## config.mk

```make
export PLATFORM = sky130hd
export DESIGN_NAME = vrtwc_front
export DESIGN_NICKNAME = d
export VERILOG_FILES = /design/src/rtl/assert_macros.svh /design/src/rtl/vrtwc_pkg.sv /design/src/rtl/vrtwc_front.sv
export SDC_FILE = /design/constraint.sdc
export NUM_CORES = 1
export LEC_CHECK = 0
export BUFFER_PORTS_ARGS = -buffer_cell sky130_fd_sc_hd__buf_2
export CORE_MARGIN = 1.5
export CORE_UTILIZATION = 35
export DETAILED_ROUTE_END_ITERATION = 8
export PLACE_DENSITY = 0.65
export SYNTH_ARGS = -nofsm -noshare
export SYNTH_HDL_FRONTEND = slang
export SYNTH_SLANG_ARGS = --single-unit
```

## constraint.sdc

```tcl
create_clock -name clk -period 21.4 [get_ports clk]
set_input_delay 4.28 -clock clk [delete_from_list [all_inputs] [get_ports clk]]
set_output_delay 4.28 -clock clk [all_outputs]
set_load 0.02 [all_outputs]
```

## src/rtl/assert_macros.svh

```systemverilog
// Assertion macros used by the executor (vrtwc_exec).
`ifndef ASSERT_MACROS_SVH
`define ASSERT_MACROS_SVH
`ifndef NO_ASSERTIONS
`define ASSERT_CLK(label, clk, rst_n, prop, msg) \
  label: assert property (@(posedge clk) disable iff (!rst_n) prop) else $error(msg);
`define ASSERT_NEVER(label, clk, rst_n, expr, msg) \
  label: assert property (@(posedge clk) disable iff (!rst_n) !(expr)) else $error(msg);
`else
`define ASSERT_CLK(label, clk, rst_n, prop, msg)
`define ASSERT_NEVER(label, clk, rst_n, expr, msg)
`endif
`endif

```

## src/rtl/vrtwc_pkg.sv

```systemverilog
package vrtwc_pkg;

  localparam int unsigned DataW = 64;

  typedef enum logic [1:0] {
    OP_LOAD = 2'd0,
    OP_READ = 2'd1,
    OP_MAP  = 2'd2,
    OP_NONE = 2'd3
  } op_t;

  typedef enum logic [2:0] {
    KIND_WRITTEN = 3'd0,
    KIND_MAPPED  = 3'd1,
    KIND_NOFREE  = 3'd2,
    KIND_READ    = 3'd3,
    KIND_BADSIZE = 3'd4
  } kind_t;

  localparam logic [63:0] ValidBit = 64'h800;
  localparam logic [63:0] PageLow  = 64'hFFF;
  localparam logic [63:0] TypeMask = 64'hFF;
  localparam logic [7:0]  TypeWc   = 8'd1;
  localparam logic [5:0]  MinAddrBits = 6'd36;
  localparam logic [5:0]  MaxAddrBits = 6'd52;
  localparam int unsigned MaxResults = 10;

  // One command word handed from the front end to the executor.
  typedef struct packed {
    op_t          op;
    logic [2:0]   idx;
    logic [63:0]  base;
    logic [63:0]  mask;
    logic [51:0]  addr;
    logic [52:0]  size;
  } cmd_t;

  typedef struct packed {
    kind_t       kind;
    logic [2:0]  idx;
    logic [63:0] base;
    logic [63:0] mask;
    logic        last;
  } res_t;

endpackage

```

## src/rtl/vrtwc_front.sv

```systemverilog
module vrtwc_front #(
  parameter int unsigned QDEPTH = 2
) (
  input  logic                clk,
  input  logic                rst_n,
  input  logic                push,
  output logic                full,
  input  vrtwc_pkg::cmd_t     cmd_in,
  output logic                cmd_valid,
  input  logic                cmd_take,
  output vrtwc_pkg::cmd_t     cmd_out
);

  localparam int unsigned AW = (QDEPTH > 1) ? $clog2(QDEPTH) : 1;

  vrtwc_pkg::cmd_t q_r [QDEPTH];
  logic [AW-1:0] wp_r, rp_r;
  logic [AW:0]   cnt_r;
  logic          wr, rd;

  // Opcode 3 words produce nothing and are dropped here.
  assign full      = (cnt_r == (AW+1)'(QDEPTH));
  assign wr        = push && !full && (cmd_in.op != vrtwc_pkg::OP_NONE);
  assign cmd_valid = (cnt_r != '0);
  assign rd        = cmd_valid && cmd_take;
  assign cmd_out   = q_r[rp_r];

  always_ff @(posedge clk) begin
    if (wr) begin
      q_r[wp_r] <= cmd_in;
    end
    if (!rst_n) begin
      wp_r  <= '0;
      rp_r  <= '0;
      cnt_r <= '0;
    end else begin
      if (wr) begin
        wp_r <= (wp_r == AW'(QDEPTH-1)) ? '0 : wp_r + 1'b1;
      end
      if (rd) begin
        rp_r <= (rp_r == AW'(QDEPTH-1)) ? '0 : rp_r + 1'b1;
      end
      cnt_r <= cnt_r + (AW+1)'(wr) - (AW+1)'(rd);
    end
  end

endmodule

```

# Yosys cells after proc, flatten, opt, wreduce, memory -nomap -nowiden
# Memories as Yosys holds them, arrays and structs flattened. A register that Yosys moved wholly into a read port is not among the register bits.
# Cells that the tools add are included.
# W data, S select, Z words.
# word_totals
mem_bits_rw,476
output_inout_bits,240
reg_bits,4
elab_cells,21
inputBits,242
memories,1
# mem_list
memory,depth,word_bits,rd,rd_clocked_by_memory_dff,wr,line_no,text
q_r,2,238,1,1,1,vrtwc_front.sv:16,vrtwc_pkg::cmd_t q_r [QDEPTH];
# classes
n_addsub,4
n_reduce_logical,5
n_mux,6
eq_ne,2
# op_table
op,count
$mux W1,6
$logic_and A1 B1 Y1,3
$add A1 B1 Y1 const B,2
$add A2 B1 Y2,1
$eq A2 B2 Y1 const B,1
$ne A2 B2 Y1 const B,1
$reduce_bool A2 Y1,1
$sub A2 B1 Y2,1
$logic_not A1 Y1,1

# Depth between registers and ports, before layout
# Gate-level depths: netlist of the first run.
# logic_depth
word_depth,6
depth_mapped,8

# Worst setup path after synthesis of the first run
# OpenSTA, ideal clock, no wires.
# synth_path
path_kind,input port to flip-flop
from,in cmd_in[236] (netlist name)
to,mem q_r[0][0] (netlist name) (enable)
t_arrival_ns,14.363
stages,3
slack_ns,6.195
path_cell_list,nand2_1 nand3b_1 nor2_1
# synth_between
elab_chain_cells,4
# synth_lines
element,line_no,text
"start, declared",vrtwc_front.sv:8,"input vrtwc_pkg::cmd_t cmd_in,"
$ne A2 B2 Y1,vrtwc_front.sv:23,assign wr = push && !full && (cmd_in.op != vrtwc_pkg::OP_NONE);
$logic_and A1 B1 Y1,vrtwc_front.sv:23,
$mux W1,vrtwc_front.sv:29,if (wr) begin
$mux W1 (implied by the code),vrtwc_front.sv:30,q_r[wp_r] <= cmd_in;
"end, declared",vrtwc_front.sv:16,
# Every way passes these cells.

==> out/results.ini, run 1 <==
[setup_path]
critical_path.max_stage_delay_ns = 0.81
cp_max_fo = 70
end_kind = output port
arrival_ns = 3.51
critPathLaunchType = register
crit_top_cell = buf_4
crit_slowest_cell = buf_4
critical_path_class = reg -> out
crit_required_ns = 17.12
reg2reg_slack_ns = 17.66
crit_chain = buf_4, buf_4, mux2_2, buf_2

[cells_and_area]
num-fill-cells = 4268
multiInputGateArea_mm2 = 0.00283
layout.area.seq_mm2 = 0.0144
drive_gt1_share_pct = 60.8
instances_no_fill = 1985
nNetsFinal = 1526
areaGrowthSynthToFinish_pct = 26.7

[route]
viasPerCell = 4.45
wirelength_um = 35700
antenna_left = 0
wl_met3_um = 3610
drc_errors = 0
post_drt_wl_per_cell_um = 18.0
vias = 8830
dr.pass1.iters = 4
drtIter0Drc = 344
wl_met1_um = 13100
top_layer = met5
wl_met2_um = 18100

[placed_design]
gp_congestion = 0.722
portBuffers = 481
place_ws_ns = 13.77
hpwl_um = 23900
dp_cells = 1894

[global_routing]
grt_pass1_wl_um = 50800
grt_max_degree = 170
groute.usage.overall_pct = 13.0
grt_pass1_vias = 9200
overflow = 0
antenna_found_initial = 5

[cts]
insertion_delay_ns = 0.57
clk_pin_slew_worst_paths_ns = 0.05
cts_setup_buffers = 0
cts_hold_buf = 0
cts-buffers-inserted = 50
cts_root_buf = clkbuf_16
cts_num_sinks = 481
clockBufferDepth = 3
cts_tree = built
post_cts_resized = 0
htree_levels = 2

[pwr]
clock_power_share_pct = 31.6
switching_power_uw = 757
p_leak_nw = 8.12
seqPwrFrac_pct = 44.4
p_int_mw = 1.92
combPwrFrac_pct = 24.0
ir_drop_mv = 0.0791
powerDensity_mw_per_mm2 = 121
p_sw_share_pct = 28.3

[synthesis]
synth_area_leaders = edfxtp_1 82%, mux2_2 15%, buf_6 1.5%
synth_compound_area_share_pct = 0.0429
yosysTopAreaCellShare_pct = 81.7
synth_area_mm2 = 0.0175
synth.avg_cell_area_um2 = 22.8
synthesis.nets = 1010
synthXorXnorAreaFrac_pct = 0.150
synth-adder-area-share_pct = 0.143
yosys_warnings = 0
synth.distinct_cells = 18
yosys.area_share.simple_pct = 0.379
synthCells = 766
synth_top_family_by_area = multiplexers
yosysSeqAreaShare_pct = 82.3
yosysTopAreaCell = edfxtp_1
ys_seq_elements = 481
synthMuxAreaShare_pct = 15.4

[sta]
finalMaxSlewViolations = 0
rsz0062_at_grt = false
max_slew_margin_pct = 28.9
hold_violations = 0
setup_violations = 0
min_period_over_period_pct = 36.4
clock.fmax_ghz = 0.128
tightest_slew_ns = 1.07
period_needed_ns = 7.78
fin_skew_ns = 0.0128
worst_slack_ns = 13.62
finalSetupTns_ns = 0

[floorplanning]
fp-row-count = 81
ios = 482
initial_core_util_pct = 35.6
dieHeight_um = 227
coreArea_mm2 = 0.0492
fp.dieW_um = 227
die-area_mm2 = 0.0513

[hold_path]
min_path_type = reg -> reg

[run]
maxCapViolCount = 0

[run_status]
status = finished, final reports clean

==> per-stage QoR <==
step,utilization [%],power (mW),area (um^2),hold slack [ns]
finish,45.1,2.68,22200,0.514
CTS,45.1,2.72,22200,0.520
global route,45.1,2.79,22200,0.556
detailed placement,41.8,1.86,20600,0.505
floorplan,-,1.70,17500,0.451
global placement,41.8,1.85,20600,0.496
==> critical path, delay by kind of cell (launching register included) <==
family,cells,cell delay [ns]
flops,1,0.73
mux,1,0.44
buf+inv,3,1.65
==> metal layers <==
layer  GRT usage [%]  vias to the layer above
met3            6.06                       65
met1            14.0                     4342
met4            4.41                        6
li1                -                     4098
met2            22.4                      319
met5               0                        -
==> state kept, by name, summed over array words and instances, names as in the netlist, named ones only <==
signal	cells
q_r	476
cnt_r	2
rp_r	1
wp_r	1
==> area by class of cell <==
cell class | count | area share, %
clock buffer | 69 | 6.25
inverter | 2 | 0.0339
timing repair buffer | 490 | 11.2
clock inverter | 20 | 1.03
sequential | 481 | 64.9
antenna | 2 | 0.0226
tap | 664 | 3.75
multi-input combinational | 257 | 12.8
==> final timing paths <==
check	cells past startpoint	endpoint	start
max	4	cmd_out[116]	register
min	2	wp_r	wp_r
max reg2reg	6	q_r[1][16]	cnt_r[0]
min reg2reg	2	wp_r	wp_r
==> power groups by stage <==
| stage | sequential, mW | combinational [mW] | clock (mW) |
|---|---|---|---|
| finish | 1.19 | 0.643 | 0.845 |
| global route | 1.20 | 0.689 | 0.900 |
| CTS | 1.19 | 0.657 | 0.873 |
| detailed placement | 1.21 | 0.653 | 0 |
| global placement | 1.20 | 0.652 | 0 |
| floorplan | 1.24 | 0.467 | 0 |
==> cell usage in the layout (no fill, tap or decap), drive strengths merged <==
| cell type | count |
|---|---|
| nor2b | 2 |
| nor2 | 2 |
| and2b | 1 |
| mux2i | 1 |
| ha | 2 |
| clkinv | 13 |
| diode | 2 |
| xnor2 | 3 |
| or2 | 1 |
| nand3b | 1 |
| buf | 490 |
| o21a | 1 |
| bufinv | 5 |
| and2 | 2 |
| inv | 4 |
| mux2 | 238 |
| nand2 | 3 |
| clkbuf | 69 |
| dfxtp | 5 |
| edfxtp | 476 |
==> cell families (layout without fill, tap and decap cells) <==
logic type	count (synthesis)	in the layout
AND/OR/NAND/NOR	12	12
adder cells (fa/ha/maj)	2	2
flip-flops	481	481
other	0	2
AO/OA/AOI/OAI	1	1
multiplexers	239	239
buffers and inverters	28	581
XOR/XNOR	3	3
==> synthesized netlist by cell type (all sizes together) <==
cell type  instances
mux2             238
and2b              1
nor2               2
buf               26
xnor2              3
inv                2
edfxtp           476
nand3b             1
dfxtp              5
ha                 2
nand2              3
nor2b              2
or2                1
mux2i              1
and2               2
o21a               1
Power figures use the tool's default switching activity.
==> inputs of run 2 (changes only) <==
==> constraint.sdc (replaced) <==
create_clock -name clk -period 7.6 [get_ports clk]
set_input_delay 1.52 -clock clk [delete_from_list [all_inputs] [get_ports clk]]
set_output_delay 1.52 -clock clk [all_outputs]
set_load 0.02 [all_outputs]
==> run 2 against run 1 <==
Effect of this change:
- hold slack lost 0.0072 ns
- first-iteration DRC count grew 28%
- sequential power grew to 2.8 times the previous value
- sequential share of layout area shrank 0.40 points
- die area is the same
- clock skew grew 0.0025 ns
- clock power grew to 3.0 times the previous value
- global-route usage grew 0.87 points
- critical path type unchanged
- critical endpoint is now cmd_out[0]
==> out/results.ini, run 2 (same netlist as run 1, synthesis figures left out) <==
[run_status]
status = finished, final reports clean

[cells_and_area]
regMostFlops = q_r
layout.area.seq_mm2 = 0.0144  ; unchanged
final_common_cell = buf_2
drive_gt1_share_pct = 61.1  ; +0.32 points
num-fill-cells = 4272  ; +0.094%
post-route-util_pct = 45.4  ; +0.28 points
most-common-layout-cells = 481 x buf_2, 476 x edfxtp_1, 238 x mux2_2
nNetsFinal = 1524  ; -0.13%
largest_reg_flops = 476  ; unchanged
areaGrowthSynthToFinish_pct = 27.5
reg_top3 = q_r (476), cnt_r (2)
multiInputGateArea_mm2 = 0.00283  ; unchanged

[setup_path]
r2r_end = q_r[0][28]
critical_path.max_stage_delay_ns = 0.87  ; +0.06 ns
r2r_start = cnt_r[0]
crit_required_ns = 6.08  ; -11.04 ns
critical_path_class = reg -> out
reg2reg_slack_ns = 4.94  ; -12.72 ns
r2r_cells = 4  ; -2
cpLargestDelayFamily = flip-flops
arrival_ns = 2.89  ; -0.62 ns
crit_chain = buf_12, mux2_2, buf_2
crit_slowest_cell = dfxtp_4
critPathLaunchType = register
end_kind = output port
worst-path-buf-inv = 2  ; -1
cp_max_fo = 126  ; +80%

[cts]
cts_tree = built
htree_levels = 2  ; unchanged
cts_root_buf = clkbuf_16
cts_setup_buffers = 0  ; unchanged
insertion_delay_ns = 0.58  ; about the same
cts_num_sinks = 481  ; unchanged
post_cts_resized = 0  ; unchanged
clk_pin_slew_worst_paths_ns = 0.06  ; about the same
cts-buffers-inserted = 51  ; +2.0%
clockBufferDepth = 3  ; unchanged
cts_hold_buf = 0  ; unchanged

[hold_path]
worstHoldStart = wp_r
hold_depth = 2  ; unchanged
min_path_type = reg -> reg
whs_endpoint = wp_r

[floorplanning]
fp-row-count = 81  ; unchanged
coreArea_mm2 = 0.0492  ; unchanged
fp.dieW_um = 227  ; unchanged
ios = 482  ; unchanged
dieHeight_um = 227  ; unchanged
die-area_mm2 = 0.0513  ; unchanged
initial_core_util_pct = 35.6  ; unchanged

[global_routing]
grt-busiest-layer = met2
grt_pass1_vias = 9343  ; +1.6%
use_met1_pct = 15.3  ; +1.3 points
groute.usage.overall_pct = 13.9  ; +0.87 points
overflow = 0  ; unchanged
grt_max_degree = 127  ; -25%
grtUsageMet2_pct = 23.9  ; +1.5 points
use_met3_pct = 4.89  ; -1.2 points
antenna_found_initial = 6  ; +1
grt_pass1_wl_um = 53800  ; +5.8%

[sta]
tightest_slew_ns = 0.880  ; -0.188 ns
rsz0062_at_grt = false
hold_ws_ns = 0.507  ; -0.00716 ns
finalMaxSlewViolations = 0  ; unchanged
finalSetupTns_ns = 0  ; unchanged
hold_violations = 0  ; unchanged
min_period_over_period_pct = 58.0
period_needed_ns = 4.41
setup_violations = 0  ; unchanged
clock.fmax_ghz = 0.227
fin_skew_ns = 0.0152  ; +0.00246 ns
max_slew_margin_pct = 41.4  ; +13 points
worst_slack_ns = 3.19  ; -10.42 ns

[placed_design]
gp_congestion = 0.758  ; +5.0%
place_ws_ns = 3.76  ; -10.01 ns
hpwl_um = 24300  ; +1.6%
portBuffers = 481  ; unchanged

[route]
dr.pass1.iters = 4  ; unchanged
wirelength_um = 37100  ; +3.8%
antenna_left = 0  ; unchanged
viasPerCell = 4.48  ; +0.80%
post_drt_wl_per_cell_um = 18.6  ; +3.6%
drc_errors = 0  ; unchanged
drtIter0Drc = 439  ; +28%
vias = 8923  ; +1.1%

[pwr]
ir_drop_mv = 0.221  ; +180%
powerDensity_mw_per_mm2 = 344  ; +190%
power_mw = 7.68  ; +190%
p_leak_nw = 8.17  ; +0.58%

[run]
maxCapViolCount = 0  ; unchanged

## run 2: cell types whose count changed in the layout (fill, tap and decap cells not counted)
cell,previous run,this run
clkbuf_1,16,4
clkinvlp_4,0,2
buf_4,8,1
bufinv_16,5,7
clkinv_1,4,13
inv_8,0,1
diode_2,2,4
clkinv_2,9,10
buf_12,1,5
clkinv_4,0,3
## run 2: worst max-delay path by stage
stage | from | end | slack [ns] | cells after the start
3_5_place_dp | register | cmd_out[0] | 3.76 | 3
6_report | register | cmd_out[0] | 3.19 | 3
4_1_cts | register | cmd_out[0] | 3.13 | 3
5_1_grt | register | cmd_out[0] | 3.03 | 3
2_1_floorplan | cmd_in[236] | q_r[0][0] | -0.83 | 3
3_3_place_gp | register | cmd_out[227] | 3.77 | 3
## run 2: worst register-to-register path: cells and delay by family (launching register included)
family | cells | cell delay, ns
and+or+nand+nor | 3 | 1.20
buffers and inverters | 1 | 0.55
DFF | 1 | 0.36
## run 2: cell type report
class	instances	share of cell area (%)
antenna	4	0.0449
clock buffer	57	6.01
clock inverter	38	1.70
inverter	2	0.0336
multi-input combinational	257	12.7
sequential	481	64.5
tap	664	3.72
timing repair buffer	487	11.3
## run 2: where the power goes
group	internal (mW)	total (mW)	leakage, nW	switching (mW)
Combinational	0.710	1.80	2.88	1.09
Clock	1.51	2.52	0.844	1.01
Sequential	3.25	3.36	4.45	0.104
## run 2: per-layer routing
layer,wire length (um),up-vias
met5,40,-
met4,1100,6
met3,3130,74
met2,19300,323
met1,13500,4405
li1,-,4115
## run 2: stage by stage
step | std cells | instance area (um^2)
finish | 1990 | 22300
global route | 1988 | 22300
CTS | 1986 | 22300
detailed placement | 1891 | 20600
global placement | 1891 | 20600
floorplan | 766 | 17500
